### src/design/gpio_port_safe_reconfigure_unit_macros.svh
// assertion macros shared by the gpio port reconfigure unit
`ifndef GPIO_PORT_SAFE_RECONFIGURE_UNIT_MACROS_SVH
`define GPIO_PORT_SAFE_RECONFIGURE_UNIT_MACROS_SVH

// same-cycle implication under synchronous reset
`define GPSR_ASSERT_SAME(label, clk, rst, ante, cons, msg) \
   label: assert property (@(posedge clk) disable iff (rst) (ante) |-> (cons)) \
      else $error(msg);

// next-cycle implication under synchronous reset
`define GPSR_ASSERT_NEXT(label, clk, rst, ante, cons, msg) \
   label: assert property (@(posedge clk) disable iff (rst) (ante) |=> (cons)) \
      else $error(msg);

`endif

### src/design/gpio_psr_pkg.sv
// types, codes and constants of the gpio port reconfigure unit
package gpio_psr_pkg;

   localparam int PIN_COUNT_DEF   = 16;
   localparam int PORT_WIDTH      = 16;
   localparam int CSR_INDEX_WIDTH = 1;
   localparam int CSR_DATA_WIDTH  = 16;

   typedef enum logic [2:0] {
      REQ_CONFIGURE   = 3'd0,
      REQ_WRITE_LATCH = 3'd1,
      REQ_READ_PADS   = 3'd2,
      REQ_READ_LATCH  = 3'd3,
      REQ_READ_PIN    = 3'd4
   } req_code_type;

   typedef enum logic [1:0] {
      ST_OK      = 2'd0,
      ST_INVALID = 2'd1,
      ST_LOCKED  = 2'd2,
      ST_HANDOFF = 2'd3
   } status_type;

   typedef enum logic [1:0] {
      MODE_INPUT     = 2'd0,
      MODE_OUTPUT    = 2'd1,
      MODE_ALTERNATE = 2'd2,
      MODE_ANALOG    = 2'd3
   } mode_type;

   localparam logic [1:0] PULL_INVALID = 2'd3;

   typedef enum logic [CSR_INDEX_WIDTH-1:0] {
      CSR_LOCK_ACTIVE = 1'b0,
      CSR_LOCKED_PINS = 1'b1
   } csr_index_type;

   typedef struct packed {
      logic [2:0]            req_type;
      logic [PORT_WIDTH-1:0] pin_mask;
      logic [1:0]            new_mode;
      logic [1:0]            new_pull;
      logic [1:0]            new_speed;
      logic                  new_open_drain;
      logic [3:0]            new_alternate;
      logic [PORT_WIDTH-1:0] data_bits;
      logic [3:0]            pin_number;
      logic [PORT_WIDTH-1:0] pad_levels;
   } req_beat_type;

   typedef struct packed {
      logic [1:0]            status;
      logic [PORT_WIDTH-1:0] read_data;
      logic [1:0]            pin_mode;
      logic [1:0]            pin_pull;
      logic [1:0]            pin_speed;
      logic                  pin_open_drain;
      logic [3:0]            pin_alternate;
   } rsp_beat_type;

endpackage

### src/design/gpio_psr_req_if.sv
// request channel of the gpio port reconfigure unit
interface gpio_psr_req_if import gpio_psr_pkg::*; ();
   logic                  valid;
   logic                  ready;
   logic [2:0]            req_type;
   logic [PORT_WIDTH-1:0] pin_mask;
   logic [1:0]            new_mode;
   logic [1:0]            new_pull;
   logic [1:0]            new_speed;
   logic                  new_open_drain;
   logic [3:0]            new_alternate;
   logic [PORT_WIDTH-1:0] data_bits;
   logic [3:0]            pin_number;
   logic [PORT_WIDTH-1:0] pad_levels;

   modport source (
      output valid, req_type, pin_mask, new_mode, new_pull, new_speed,
             new_open_drain, new_alternate, data_bits, pin_number, pad_levels,
      input  ready
   );

   modport sink (
      input  valid, req_type, pin_mask, new_mode, new_pull, new_speed,
             new_open_drain, new_alternate, data_bits, pin_number, pad_levels,
      output ready
   );
endinterface

### src/design/gpio_psr_rsp_if.sv
// response channel of the gpio port reconfigure unit
interface gpio_psr_rsp_if import gpio_psr_pkg::*; ();
   logic                  valid;
   logic                  ready;
   logic [1:0]            status;
   logic [PORT_WIDTH-1:0] read_data;
   logic [1:0]            pin_mode;
   logic [1:0]            pin_pull;
   logic [1:0]            pin_speed;
   logic                  pin_open_drain;
   logic [3:0]            pin_alternate;

   modport source (
      output valid, status, read_data, pin_mode, pin_pull, pin_speed,
             pin_open_drain, pin_alternate,
      input  ready
   );

   modport sink (
      input  valid, status, read_data, pin_mode, pin_pull, pin_speed,
             pin_open_drain, pin_alternate,
      output ready
   );
endinterface

### src/design/gpio_psr_engine.sv
// per-pin configuration state, request checks and atomic update
module gpio_psr_engine import gpio_psr_pkg::*; #(
   parameter int PIN_COUNT = PIN_COUNT_DEF
) (
   input  logic                  clock,
   input  logic                  reset,
   input  logic                  commit,
   input  req_beat_type          req_beat,
   input  logic                  lock_active,
   input  logic [PORT_WIDTH-1:0] locked_pins,
   output rsp_beat_type          rsp_beat
);

   localparam logic [PORT_WIDTH-1:0] PORT_MASK =
      PORT_WIDTH'((32'd1 << PIN_COUNT) - 32'd1);

   logic [1:0]           mode_ff  [PIN_COUNT];
   logic [1:0]           mode_in  [PIN_COUNT];
   logic [1:0]           pull_ff  [PIN_COUNT];
   logic [1:0]           pull_in  [PIN_COUNT];
   logic [1:0]           speed_ff [PIN_COUNT];
   logic [1:0]           speed_in [PIN_COUNT];
   logic [3:0]           alt_ff   [PIN_COUNT];
   logic [3:0]           alt_in   [PIN_COUNT];
   logic [PIN_COUNT-1:0] od_ff;
   logic [PIN_COUNT-1:0] od_in;
   logic [PIN_COUNT-1:0] latch_ff;
   logic [PIN_COUNT-1:0] latch_in;

   logic [PORT_WIDTH-1:0] mask;
   logic [PIN_COUNT-1:0]  pin_sel;
   logic [PIN_COUNT-1:0]  handoff_pin;
   logic [PIN_COUNT-1:0]  new_latch;
   logic                  lock_hit;
   logic                  cfg_invalid;
   status_type            cfg_status;
   logic                  pin_ok;
   rsp_beat_type          pin_view;

   always_comb begin
      mask     = req_beat.pin_mask & PORT_MASK;
      pin_sel  = mask[PIN_COUNT-1:0];
      lock_hit = lock_active && (|(locked_pins & mask));
      cfg_invalid = (mask == '0) || (req_beat.new_pull == PULL_INVALID);
      for (int i = 0; i < PIN_COUNT; i++) begin
         handoff_pin[i] = pin_sel[i] &&
            ((mode_ff[i] == MODE_ALTERNATE &&
              (req_beat.new_mode == MODE_OUTPUT ||
               (req_beat.new_mode == MODE_ALTERNATE &&
                (alt_ff[i] != req_beat.new_alternate ||
                 speed_ff[i] != req_beat.new_speed ||
                 pull_ff[i] != req_beat.new_pull ||
                 od_ff[i] != req_beat.new_open_drain)))) ||
             (mode_ff[i] == MODE_OUTPUT && req_beat.new_mode == MODE_ALTERNATE));
      end
      if (cfg_invalid) begin
         cfg_status = ST_INVALID;
      end else if (lock_hit) begin
         cfg_status = ST_LOCKED;
      end else if (|handoff_pin) begin
         cfg_status = ST_HANDOFF;
      end else begin
         cfg_status = ST_OK;
      end
   end

   // pin read-back select
   always_comb begin
      pin_ok   = {1'b0, req_beat.pin_number} < 5'(PIN_COUNT);
      pin_view = '0;
      for (int i = 0; i < PIN_COUNT; i++) begin
         if (req_beat.pin_number == 4'(i)) begin
            pin_view.pin_mode       = mode_ff[i];
            pin_view.pin_pull       = pull_ff[i];
            pin_view.pin_speed      = speed_ff[i];
            pin_view.pin_open_drain = od_ff[i];
            pin_view.pin_alternate  = alt_ff[i];
         end
      end
   end

   always_comb begin
      rsp_beat = '0;
      case (req_beat.req_type)
         REQ_CONFIGURE: begin
            rsp_beat.status = cfg_status;
         end
         REQ_WRITE_LATCH: begin
            rsp_beat.status = ST_OK;
         end
         REQ_READ_PADS: begin
            rsp_beat.status    = ST_OK;
            rsp_beat.read_data = req_beat.pad_levels & mask;
         end
         REQ_READ_LATCH: begin
            rsp_beat.status    = ST_OK;
            rsp_beat.read_data = PORT_WIDTH'(latch_ff) & mask;
         end
         REQ_READ_PIN: begin
            if (pin_ok) begin
               rsp_beat        = pin_view;
               rsp_beat.status = ST_OK;
            end else begin
               rsp_beat.status = ST_INVALID;
            end
         end
         default: begin
            rsp_beat.status = ST_INVALID;
         end
      endcase
   end

   // next state: one atomic update per committed beat
   always_comb begin
      mode_in   = mode_ff;
      pull_in   = pull_ff;
      speed_in  = speed_ff;
      alt_in    = alt_ff;
      od_in     = od_ff;
      latch_in  = latch_ff;
      new_latch = (latch_ff & ~pin_sel) | (req_beat.data_bits[PIN_COUNT-1:0] & pin_sel);
      if (commit && req_beat.req_type == REQ_CONFIGURE && cfg_status == ST_OK) begin
         for (int i = 0; i < PIN_COUNT; i++) begin
            if (pin_sel[i]) begin
               mode_in[i]  = req_beat.new_mode;
               pull_in[i]  = req_beat.new_pull;
               speed_in[i] = req_beat.new_speed;
               alt_in[i]   = req_beat.new_alternate;
            end
         end
         od_in = req_beat.new_open_drain ? (od_ff | pin_sel) : (od_ff & ~pin_sel);
         if (req_beat.new_mode == MODE_OUTPUT) begin
            latch_in = new_latch;
         end
      end else if (commit && req_beat.req_type == REQ_WRITE_LATCH) begin
         latch_in = new_latch;
      end
   end

   always_ff @(posedge clock) begin
      if (reset) begin
         for (int i = 0; i < PIN_COUNT; i++) begin
            mode_ff[i]  <= MODE_INPUT;
            pull_ff[i]  <= '0;
            speed_ff[i] <= '0;
            alt_ff[i]   <= '0;
         end
         od_ff    <= '0;
         latch_ff <= '0;
      end else begin
         mode_ff  <= mode_in;
         pull_ff  <= pull_in;
         speed_ff <= speed_in;
         alt_ff   <= alt_in;
         od_ff    <= od_in;
         latch_ff <= latch_in;
      end
   end

endmodule

### src/design/gpio_port_safe_reconfigure_unit.sv
// top level of the gpio port reconfigure unit
// flow: a result beat is offered from the result register once its request beat has left the input register
// throughput: one beat per cycle while the result side takes beats, set by the input and result registers
// reset (synchronous): clears both valid flags, the lock registers and all pin state
`include "gpio_port_safe_reconfigure_unit_macros.svh"

module gpio_port_safe_reconfigure_unit import gpio_psr_pkg::*; #(
   parameter int PIN_COUNT = PIN_COUNT_DEF
) (
   input  logic                       clock,
   input  logic                       reset,
   gpio_psr_req_if.sink               req_ch,
   gpio_psr_rsp_if.source             rsp_ch,
   input  logic                       csr_write_enable,
   input  logic [CSR_INDEX_WIDTH-1:0] csr_index,
   input  logic [CSR_DATA_WIDTH-1:0]  csr_write_data
);

   logic                  lock_active_ff;
   logic                  lock_active_in;
   logic [PORT_WIDTH-1:0] locked_pins_ff;
   logic [PORT_WIDTH-1:0] locked_pins_in;

   logic         in_valid_ff;
   logic         in_valid_in;
   req_beat_type in_beat_ff;
   req_beat_type in_beat_in;
   logic         out_valid_ff;
   logic         out_valid_in;
   rsp_beat_type out_beat_ff;
   rsp_beat_type out_beat_in;

   req_beat_type req_beat;
   rsp_beat_type eng_beat;
   logic         advance;
   logic         load;

   always_comb begin
      lock_active_in = lock_active_ff;
      locked_pins_in = locked_pins_ff;
      if (csr_write_enable) begin
         case (csr_index)
            CSR_LOCK_ACTIVE: lock_active_in = csr_write_data[0];
            CSR_LOCKED_PINS: locked_pins_in = csr_write_data[PORT_WIDTH-1:0];
            default: begin
               lock_active_in = lock_active_ff;
            end
         endcase
      end
   end

   always_comb begin
      req_beat.req_type       = req_ch.req_type;
      req_beat.pin_mask       = req_ch.pin_mask;
      req_beat.new_mode       = req_ch.new_mode;
      req_beat.new_pull       = req_ch.new_pull;
      req_beat.new_speed      = req_ch.new_speed;
      req_beat.new_open_drain = req_ch.new_open_drain;
      req_beat.new_alternate  = req_ch.new_alternate;
      req_beat.data_bits      = req_ch.data_bits;
      req_beat.pin_number     = req_ch.pin_number;
      req_beat.pad_levels     = req_ch.pad_levels;
   end

   assign advance       = in_valid_ff && (!out_valid_ff || rsp_ch.ready);
   assign req_ch.ready  = !in_valid_ff || advance;
   assign load          = req_ch.valid && req_ch.ready;
   assign in_valid_in   = load || (in_valid_ff && !advance);
   assign in_beat_in    = load ? req_beat : in_beat_ff;
   assign out_valid_in  = advance || (out_valid_ff && !rsp_ch.ready);
   assign out_beat_in   = advance ? eng_beat : out_beat_ff;

   gpio_psr_engine #(
      .PIN_COUNT (PIN_COUNT)
   ) u_engine (
      .clock       (clock),
      .reset       (reset),
      .commit      (advance),
      .req_beat    (in_beat_ff),
      .lock_active (lock_active_ff),
      .locked_pins (locked_pins_ff),
      .rsp_beat    (eng_beat)
   );

   always_ff @(posedge clock) begin
      if (reset) begin
         lock_active_ff <= 1'b0;
         locked_pins_ff <= '0;
         in_valid_ff    <= 1'b0;
         out_valid_ff   <= 1'b0;
      end else begin
         lock_active_ff <= lock_active_in;
         locked_pins_ff <= locked_pins_in;
         in_valid_ff    <= in_valid_in;
         out_valid_ff   <= out_valid_in;
      end
   end

   always_ff @(posedge clock) begin
      in_beat_ff  <= in_beat_in;
      out_beat_ff <= out_beat_in;
   end

   assign rsp_ch.valid          = out_valid_ff;
   assign rsp_ch.status         = out_beat_ff.status;
   assign rsp_ch.read_data      = out_beat_ff.read_data;
   assign rsp_ch.pin_mode       = out_beat_ff.pin_mode;
   assign rsp_ch.pin_pull       = out_beat_ff.pin_pull;
   assign rsp_ch.pin_speed      = out_beat_ff.pin_speed;
   assign rsp_ch.pin_open_drain = out_beat_ff.pin_open_drain;
   assign rsp_ch.pin_alternate  = out_beat_ff.pin_alternate;

   `GPSR_ASSERT_NEXT(a_advance_fills_output, clock, reset, advance, out_valid_ff, "beat lost between stages")
   `GPSR_ASSERT_NEXT(a_held_input_kept, clock, reset, in_valid_ff && !advance, in_valid_ff, "held request beat dropped")
   `GPSR_ASSERT_SAME(a_error_beat_clean, clock, reset, out_valid_ff && out_beat_ff.status != ST_OK, out_beat_ff.read_data == '0 && out_beat_ff.pin_mode == '0 && out_beat_ff.pin_alternate == '0, "error beat carries data")

endmodule

### src/flat_wrapper.sv
// flat-port wrapper written by rule: the top's interface ports become plain ports
module gpio_port_safe_reconfigure_unit_flat import gpio_psr_pkg::*;
#(
   parameter int PIN_COUNT = PIN_COUNT_DEF
)
  (clock, reset, csr_write_enable, csr_index, csr_write_data, req_ch_valid, req_ch_req_type, req_ch_pin_mask, req_ch_new_mode, req_ch_new_pull, req_ch_new_speed, req_ch_new_open_drain, req_ch_new_alternate, req_ch_data_bits, req_ch_pin_number, req_ch_pad_levels, req_ch_ready, rsp_ch_valid, rsp_ch_status, rsp_ch_read_data, rsp_ch_pin_mode, rsp_ch_pin_pull, rsp_ch_pin_speed, rsp_ch_pin_open_drain, rsp_ch_pin_alternate, rsp_ch_ready);
  gpio_psr_req_if req_ch_i ();
  gpio_psr_rsp_if rsp_ch_i ();
  input  logic clock;
  input  logic reset;
  input  logic csr_write_enable;
  input  logic [CSR_INDEX_WIDTH-1:0] csr_index;
  input  logic [CSR_DATA_WIDTH-1:0] csr_write_data;
  input wire logic [$bits(req_ch_i.valid)-1:0] req_ch_valid;
  input wire logic [$bits(req_ch_i.req_type)-1:0] req_ch_req_type;
  input wire logic [$bits(req_ch_i.pin_mask)-1:0] req_ch_pin_mask;
  input wire logic [$bits(req_ch_i.new_mode)-1:0] req_ch_new_mode;
  input wire logic [$bits(req_ch_i.new_pull)-1:0] req_ch_new_pull;
  input wire logic [$bits(req_ch_i.new_speed)-1:0] req_ch_new_speed;
  input wire logic [$bits(req_ch_i.new_open_drain)-1:0] req_ch_new_open_drain;
  input wire logic [$bits(req_ch_i.new_alternate)-1:0] req_ch_new_alternate;
  input wire logic [$bits(req_ch_i.data_bits)-1:0] req_ch_data_bits;
  input wire logic [$bits(req_ch_i.pin_number)-1:0] req_ch_pin_number;
  input wire logic [$bits(req_ch_i.pad_levels)-1:0] req_ch_pad_levels;
  output wire logic [$bits(req_ch_i.ready)-1:0] req_ch_ready;
  output wire logic [$bits(rsp_ch_i.valid)-1:0] rsp_ch_valid;
  output wire logic [$bits(rsp_ch_i.status)-1:0] rsp_ch_status;
  output wire logic [$bits(rsp_ch_i.read_data)-1:0] rsp_ch_read_data;
  output wire logic [$bits(rsp_ch_i.pin_mode)-1:0] rsp_ch_pin_mode;
  output wire logic [$bits(rsp_ch_i.pin_pull)-1:0] rsp_ch_pin_pull;
  output wire logic [$bits(rsp_ch_i.pin_speed)-1:0] rsp_ch_pin_speed;
  output wire logic [$bits(rsp_ch_i.pin_open_drain)-1:0] rsp_ch_pin_open_drain;
  output wire logic [$bits(rsp_ch_i.pin_alternate)-1:0] rsp_ch_pin_alternate;
  input wire logic [$bits(rsp_ch_i.ready)-1:0] rsp_ch_ready;
  assign req_ch_i.valid = req_ch_valid;
  assign req_ch_i.req_type = req_ch_req_type;
  assign req_ch_i.pin_mask = req_ch_pin_mask;
  assign req_ch_i.new_mode = req_ch_new_mode;
  assign req_ch_i.new_pull = req_ch_new_pull;
  assign req_ch_i.new_speed = req_ch_new_speed;
  assign req_ch_i.new_open_drain = req_ch_new_open_drain;
  assign req_ch_i.new_alternate = req_ch_new_alternate;
  assign req_ch_i.data_bits = req_ch_data_bits;
  assign req_ch_i.pin_number = req_ch_pin_number;
  assign req_ch_i.pad_levels = req_ch_pad_levels;
  assign req_ch_ready = req_ch_i.ready;
  assign rsp_ch_valid = rsp_ch_i.valid;
  assign rsp_ch_status = rsp_ch_i.status;
  assign rsp_ch_read_data = rsp_ch_i.read_data;
  assign rsp_ch_pin_mode = rsp_ch_i.pin_mode;
  assign rsp_ch_pin_pull = rsp_ch_i.pin_pull;
  assign rsp_ch_pin_speed = rsp_ch_i.pin_speed;
  assign rsp_ch_pin_open_drain = rsp_ch_i.pin_open_drain;
  assign rsp_ch_pin_alternate = rsp_ch_i.pin_alternate;
  assign rsp_ch_i.ready = rsp_ch_ready;
  gpio_port_safe_reconfigure_unit #(.PIN_COUNT(PIN_COUNT)) u_core (.clock(clock), .reset(reset), .req_ch(req_ch_i), .rsp_ch(rsp_ch_i), .csr_write_enable(csr_write_enable), .csr_index(csr_index), .csr_write_data(csr_write_data));
endmodule
### config.mk
export PLATFORM = sky130hd
export DESIGN_NAME = gpio_port_safe_reconfigure_unit_flat
export DESIGN_NICKNAME = d
export VERILOG_FILES = /design/src/design/gpio_psr_pkg.sv /design/src/design/gpio_psr_req_if.sv /design/src/design/gpio_psr_rsp_if.sv /design/src/design/gpio_psr_engine.sv /design/src/design/gpio_port_safe_reconfigure_unit.sv /design/src/flat_wrapper.sv
export VERILOG_INCLUDE_DIRS = /design/src /design/src/design
export SDC_FILE = /design/constraint.sdc
export NUM_CORES = 1
export LEC_CHECK = 0
export ABC_AREA = 0
export BUFFER_PORTS_ARGS = -buffer_cell sky130_fd_sc_hd__buf_2
export CAP_MARGIN = 25
export CELL_PAD_IN_SITES_DETAIL_PLACEMENT = 1
export CELL_PAD_IN_SITES_GLOBAL_PLACEMENT = 1
export CORE_MARGIN = 4
export CORE_UTILIZATION = 25
export DETAILED_ROUTE_END_ITERATION = 8
export PLACE_DENSITY = 0.5
export SLEW_MARGIN = 20
export SYNTH_ARGS = -nofsm -noshare
export SYNTH_HDL_FRONTEND = slang
export SYNTH_HIERARCHICAL = 1
export SYNTH_SLANG_ARGS = --single-unit
### constraint.sdc
create_clock -name clock -period 3.02 [get_ports clock]
set_input_delay 0.453 -clock clock [delete_from_list [all_inputs] [get_ports clock]]
set_output_delay 0.453 -clock clock [all_outputs]
set_load 0.01 [all_outputs]
# Word level (Yosys, flattened, before mapping)

Cells that the tools add are included.

Bits of input ports: 88
Word-level logic and storage cells: 429
Register bits: 306

Bitwise gates (word level): 10
Eq/ne operators: 119
Reduce and logical (&&, ||, !) cells: 188
Muxes and demuxes: 25

Operators with widths:

| cell                                           | number |
|---|---|
| two-way mux 11 bit                             | 16 |
| AND 16 bit                                     | 6 |
| logical OR 1 bit                               | 85 |
| logical AND 1 bit                              | 72 |
| two-way mux 16 bit                             | 4 |
| != test 2 bit                                  | 32 |
| != test 4 bit                                  | 16 |
| AND reduction 2 bit                            | 19 |
| == test 2 bit (second input constant)          | 18 |
| == test 2 x 1 -> 1 bit (second input constant) | 17 |
| == test 4 bit (second input constant)          | 8 |
| bitwise OR 16 bit                              | 2 |
| one-hot mux 16 bit (2 select lines)            | 1 |
| OR reduction 16 bit                            | 2 |
| == test 4 x 3 -> 1 bit (second input constant) | 4 |
| zero test 16 bit                               | 1 |
| != test 1 bit                                  | 16 |
| inverter 16 bit                                | 1 |
| == test 4 x 2 -> 1 bit (second input constant) | 2 |
| == test 3 x 2 -> 1 bit (second input constant) | 2 |
| two-way mux 2 bit                              | 3 |
| == test 4 x 1 -> 1 bit (second input constant) | 1 |
| zero test 1 bit                                | 4 |
| zero test 4 bit                                | 1 |
| 9 further kinds                                | 9 |

# Longest topological paths before layout

Gate-level depths: netlist of run 1.

Word-level depth: 17
Gate-level depth with buffers: 14
Depth with buffers taken out: 8

# By module

The synthesis of run 1 kept the hierarchy.

By module, submodules not included:

| module                          | area each (sq um) | instances | cells an instance |
|---|---|---|---|
| gpio_psr_engine                 | 12532.0           | 1         | 1634 |
| gpio_port_safe_reconfigure_unit | 3742.3            | 1         | 182 |

# Worst setup path before layout of run 1

Ideal clock, no wire load.

Path kind: in2reg
From: input port rsp_ch_ready
To: register with a tool-made name
Stages on the path: 10
Path slack: -0.193 ns
Arrival time: 3.118 ns
Library setup time: 0.095 ns
Required time: 2.925 ns
Cell sequence: nand2b_1 -> and2_1 -> inv_1 -> or3b_1 -> or4_4 -> buf_6 -> buf_6 -> buf_6 -> or4_1 -> o311ai_1

RTL lines:

| element     | RTL line           | source |
|---|---|---|
| from (decl) | flat_wrapper.sv:34 | `input wire logic [$bits(rsp_ch_i.ready)-1:0] rsp_ch_ready;` |

==> results of run 1 <==
==> critical path, cell delays in order (launching register included) <==
cell      delay [ps]
edfxtp_1         540
buf_6            220
buf_6            130
xor2_1           150
nor3_1           200
a31oi_2          190
nor4_2           280
o311ai_1         190
or4_4            630
buf_12           170
buf_16           140
buf_8            140
o311ai_2         230
o311ai_1         140
==> layer usage <==
| metal | track usage | part of all wire | vias to the layer above |
|---|---|---|---|
| li1 | - | - | 6977 |
| met1 | 0.279 | 0.45 | 7672 |
| met2 | 0.331 | 0.46 | 419 |
| met3 | 0.0296 | 0.048 | 122 |
| met4 | 0.0761 | 0.038 | 0 |
| met5 | 0 | 0 | - |
==> layout make-up <==
class / instances / share of cell area
multi-input cells: 1304 / 0.409
flip-flops and latches: 306 / 0.335
repair buffers: 370 / 0.140
clock buffers: 58 / 0.0538
well taps: 855 / 0.0506
clock inverters: 14 / 0.00604
inverters: 32 / 0.00568
==> logic make-up (layout without fill, tap and decap cells) <==
kind of cell    after synthesis  after routing
compound gates              612            612
simple gates                493            497
mux                          51             51
xor+xnor                    144            144
flops                       306            306
buf+inv                     210            474
==> cell usage after synthesis, types with 8 or more instances <==
master	instances
a21bo_1	14
a21oi_1	44
a21oi_2	14
a221oi_1	8
a22oi_1	19
a31oi_1	12
buf_2	19
buf_4	9
buf_6	16
clkbuf_1	129
dfxtp_1	211
edfxtp_1	95
inv_1	31
mux2_2	11
mux2i_1	34
nand2_1	70
nand2b_1	30
nand3_1	32
nand3b_1	12
nand4_1	12
nor2_1	76
nor2b_1	173
nor3_1	12
nor4_1	20
o21ai_0	404
o22ai_1	16
o311ai_0	21
o311ai_1	12
or2_2	17
or4_1	16
xnor2_1	49
xor2_1	95
==> worst max path at each step <==
| stage | start | endpoint | slack [ps] |
|---|---|---|---|
| floorplan | u_core/in_beat_ff[44] | register | 50 |
| global placement | u_core/in_beat_ff[44] | register | -520 |
| detailed placement | u_core/in_beat_ff[36] | u_core/u_engine/pull_ff[9] | -500 |
| CTS | u_core/in_beat_ff[42] | register | -360 |
| global route | u_core/in_beat_ff[43] | u_core/u_engine/speed_ff[20] | -550 |
| finish | u_core/in_beat_ff[40] | register | -460 |
==> through the flow <==
| stage | util | hold WS, ps | total power, W |
|---|---|---|---|
| after floorplan | - | 434 | 0.00505 |
| after global placement | 0.295 | 450 | 0.00565 |
| after detailed placement | 0.295 | 469 | 0.00566 |
| after CTS | 0.318 | 21.0 | 0.0105 |
| after global routing | 0.328 | 34.1 | 0.0108 |
| final | 0.328 | 50.7 | 0.0104 |
==> where the power goes <==
group | leakage, nW | internal, W | total [W] | switching, W
Clock | 0.619 | 0.00278 | 0.00474 | 0.00196
Sequential | 2.61 | 0.00435 | 0.00442 | 0.0000710
Combinational | 4.57 | 0.000448 | 0.00125 | 0.000799
Total | 7.80 | 0.00758 | 0.0104 | 0.00283
==> repair_timing <==
action | CTS | global route
pin swaps | 11 | 18
cloned | 2 | 7
setup buffers | 3 | 23
resized for setup | 101 | 152
setup endpoints to repair | 192 | 192
==> run metrics, run 1 <==
HPWL after detailed placement around 53,000 µm; number of global-route vias before repair roughly 16,000; R2R depth 13; Hold-fix buffers, CTS 0; TritonCTS clock tree done; dpl cells 2,832; Placer Congestion 0.903; PortBufs 118; Crit. End Element register; H-tree Lvls 2; Crit Path Max Fanout 7; failing checks negative setup slack; post-place setup slack -503 ps; die height about 260 µm; post-synth design cell area 0.0163 mm²; Finish-stage setup viols 192; power density cells 492 mW/mm²; Startpoint Class register; EDFF count, synth 95; grt total ovfl 0; die area 0.0692 mm²; drt initial violations 1,286; Net count, final around 2,100; commonest non-fill, non-tap cells in the layout o21ai_0 (271), dfxtp_1 (211), buf_4 (208), nor2b_1 (173), buf_2 (117); GRT Total Usage 0.205; Core ar. 0.0645 mm²; hold-critical path depth 1; register area ~0.007 mm²; sequential area share after synthesis 0.435; final worst slack -458 ps; Rel. slew slack 0.467; Initial Utilization 0.252; largest family of logic cells by synthesized area compound AO/OA/AOI/OAI gates; post-synthesis mux area share 0.0368; yosys warns 6; Pre-antenna DRT Iters 5; Row Count 93; Worst EP arrival 3910 ps; Pins Over Slew Limit 0; Synth area leader dfxtp_1; clock slew at reported path FFs 60 ps; Root Buffer clkbuf_16; worst-skew pair later-pin latency 580 ps; Setup CP Type reg -> reg; actual slew at the worst max-slew pin 800 ps; Placed Area 0.0190 mm²; RSZ-0062 raised after global routing yes; R2R setup slack -460 ps; FMAX around 290 MHz; # DRC 0; share of the synthesized area in the top cell type 0.260; clk buf depth 3; DR vias 15,200; syn avg cell area 8.96 µm²; Synth area leaders dfxtp_1 (26%), edfxtp_1 (18%), o21ai_0 (12%); outcome complete, but fails checks; Final ANT Viol Nets 0; peak supply drop 418 µV; Final Cell Area 0.0211 mm²; Yosys reg bits roughly 310; # IOs 119; syn nets 1,904; Simple-Gate Fraction of Synth Area 0.169; fin crit period 3480 ps; fillers 7,445; worst hold start req_ch_pin_number[3]; overall die width 263 µm; Post-Synth XOR/XNOR Area 0.0775; Area Overhead vs Synth 29.9%; Compound-Gate Fraction of Synth Area 0.222; Tcrit/Tclk final 1.15; Multi-input gate area 0.00865 mm²; WHS Endpoint u_core/in_beat_ff[19]; drt total wl 74,600 µm; most common cell after layout, fill and taps aside o21ai_0; Async S/R FF share, synth 0; clk_skew 28.1 ps; largest net degree at the start of global routing 80; Wirelength per Cell 25.4 µm; Post-Synth Adder-Cell Area 0; Main synth FF type dfxtp_1; Yosys cell types 72; Max-Cap Viols 0; Final Non-Filler Cells ~2,900; initial antenna violation count 0; leak pwr just under 8 nW; final hold violation count 0; WP data required 3450 ps; CTS Buf Count 39; layout cells sized above 1 0.263; first-pass GRT wire length 108,000 µm; CTS Sinks 306; DR vias/cell 5.17; RR Startpoint u_core/in_beat_ff[40]; setup tns final -60,140 ps; min-delay worst type in -> reg; Post-Synthesis Cells between 1,500 and 2,000; Antenna Cells 0
Power figures use the tool's default switching activity.
==> run 2: changes to the inputs <==
- PLACE_DENSITY: 0.5 -> 0.48
- clock period: 3.02 -> 3.65 ns (I/O delays scaled with it)
==> run metrics, run 2 (synthesized netlist as in run 1, its figures left out) <==
Final Cell Area 0.0195 mm² (-7.9%); WP data required 4070 ps (+620 ps); Multi-input gate area 0.00825 mm² (-4.7%); Core ar. 0.0645 mm² (unchanged); drt total wl 72,200 µm (-3.2%); HPWL after detailed placement 50,500 µm (-3.9%); Finish-stage setup viols 0 (-100%); number of global-route vias before repair 15,100 (-3.8%); Slowest Stage Delay on Critical Path 600 ps (-30 ps); final hold violation count 0 (unchanged); Row Count 93 (unchanged); Initial Utilization 0.252 (unchanged); grt total ovfl 0 (unchanged); setup tns final 0 ps (+60,140 ps); Switch Pwr 0.00229 W (-19%); outcome complete, no violations; layout cells sized above 1 0.184 (-0.0793); most common cell after layout, fill and taps aside o21ai_0; Crit. End Element register; Root Buffer clkbuf_16; # DRC 0 (unchanged); Setup CP Type reg -> reg; Crit path top cell by count o311ai_0; crit-path cells nand2b_1, o22ai_1, a22oi_1, and4_1, nand4_1, or4_4, buf_12, o311ai_0, o311ai_0; # IOs 119 (unchanged); largest net degree at the start of global routing 76 (-5.0%); DRT met1 WL 33,200 µm (-1.4%); clock slew at reported path FFs 60 ps (about the same); GRT Total Usage 0.201 (-0.00351); internal power 0.00650 W (-14%); Pins Over Slew Limit 0 (unchanged); commonest non-fill, non-tap cells in the layout o21ai_0 (404), dfxtp_1 (211), nor2b_1 (172), buf_2 (117), buf_4 (97); power density cells 452 mW/mm² (-8.2%); Power Total 0.00879 W (-15%); CTS Buf Count 41 (+5.1%); peak supply drop 292 µV (-30%); fillers 7,474 (+0.39%); drt initial violations 1,053 (-18%); CP max stage cell or4_4; Placer Congestion 0.894 (-1.0%); Net count, final 1,995 (-6.8%); Final ANT Viol Nets 0 (unchanged); Startpoint Class register; Pre-antenna DRT Iters 5 (unchanged); die area 0.0692 mm² (unchanged); FMAX 287 MHz (-0.18%); final worst slack 166 ps (+624 ps); initial antenna violation count 3 (+3); sw frac 0.260 (-0.0114); RSZ-0062 raised after global routing no; H-tree Lvls 2 (unchanged); leak pwr 6.96 nW (-11%); DR WL met2 33,500 µm (-2.8%); register area 0.00708 mm² (unchanged); TritonCTS clock tree done; min-delay worst type in -> reg; Rel. slew slack 0.374 (-0.0929); post-place setup slack 43.6 ps (+546 ps); CTS Sinks 306 (unchanged); DR vias 14,600 (-4.2%); Wirelength per Cell 25.8 µm (+1.9%); die height 263 µm (unchanged); Crit Path Max Fanout 68 (+61); WL met3 3590 µm (+1.4%); Tcrit/Tclk final 0.955 (-0.197); Placed Area 0.0180 mm² (-5.4%); Hold-fix buffers, CTS 0 (unchanged); clk_skew 21.8 ps (-6.28 ps); R2R setup slack 170 ps (+620 ps); Max-Cap Viols 0 (unchanged); worst-skew pair later-pin latency 570 ps (about the same); actual slew at the worst max-slew pin 935 ps (+135 ps); CP bufs+invs 1 (-4); DR vias/cell 5.21 (+0.76%); PortBufs 118 (unchanged); Area Overhead vs Synth 19.6%; Top Layer Used met5; Antenna Cells 0 (unchanged); clock power share 0.484 (+0.029); Worst EP arrival 3900 ps (about the same); Crit path max-delay family simple AND/OR/NAND/NOR gates; first-pass GRT wire length 106,000 µm (-2.1%); overall die width 263 µm (unchanged); fin crit period 3480 ps (+6.20 ps); clk buf depth 3 (unchanged); Reg power frac 0.419 (-0.006); Comb power frac 0.097 (-0.023)
-- run 2: metrics by stage --
step	hold slack, ps	util	instances
floorplan	434	-	1816
CTS	112	0.301	2789
global placement	447	0.279	2714
global route	118	0.302	2794
finish	152	0.302	2794
detailed placement	472	0.279	2714
-- run 2: area by class of cell --
class / count / share of cell area
clock inverter: 14 / 0.00951
multi-input combinational: 1300 / 0.424
tap: 855 / 0.0550
timing repair buffer: 226 / 0.0786
inverter: 32 / 0.00617
sequential: 306 / 0.364
clock buffer: 61 / 0.0634
-- run 2: power by group through the flow --
| stage | clock network (W) | registers, W | logic (W) |
|---|---|---|---|
| 3_3_place_gp | 0 | 0.00376 | 0.000834 |
| 6_report | 0.00425 | 0.00369 | 0.000855 |
| 3_5_place_dp | 0 | 0.00376 | 0.000842 |
| 4_1_cts | 0.00438 | 0.00369 | 0.000844 |
| 2_1_floorplan | 0 | 0.00371 | 0.000473 |
| 5_1_grt | 0.00453 | 0.00369 | 0.000908 |
-- run 2: what timing repair did --
item / CTS / global route
buffers inserted: 0 / 5
endpoints found under the setup margin: 0 / 182
hold endpoints to repair: 0 / 0
gates resized for setup: 0 / 8
-- run 2: path summary, 6_finish.rpt --
| kind | from | endpoint | cells past startpoint |
|---|---|---|---|
| worst max-delay path | u_core/in_beat_ff[45] | register | 9 |
| worst min-delay path | req_ch_data_bits[10] | u_core/in_beat_ff[30] | 1 |
| worst max register to register | u_core/in_beat_ff[45] | register | 9 |
| worst min register to register | u_core/lock_active_ff | u_core/lock_active_ff | 2 |
-- run 2: routing by layer --
| layer | GRT usage | up-vias |
|---|---|---|
| met3 | 0.0288 | 97 |
| met2 | 0.331 | 385 |
| li1 | - | 6668 |
| met4 | 0.0501 | 2 |
| met5 | 0 | - |
| met1 | 0.280 | 7399 |
-- run 2: worst register-to-register path: cells and delay by family, from the launching register on --
family                 cells  cell delay, ps
AND/OR/NAND/NOR            4            1500
flip-flops                 1             400
AO/OA/AOI/OAI              4            1220
buffers and inverters      1             220
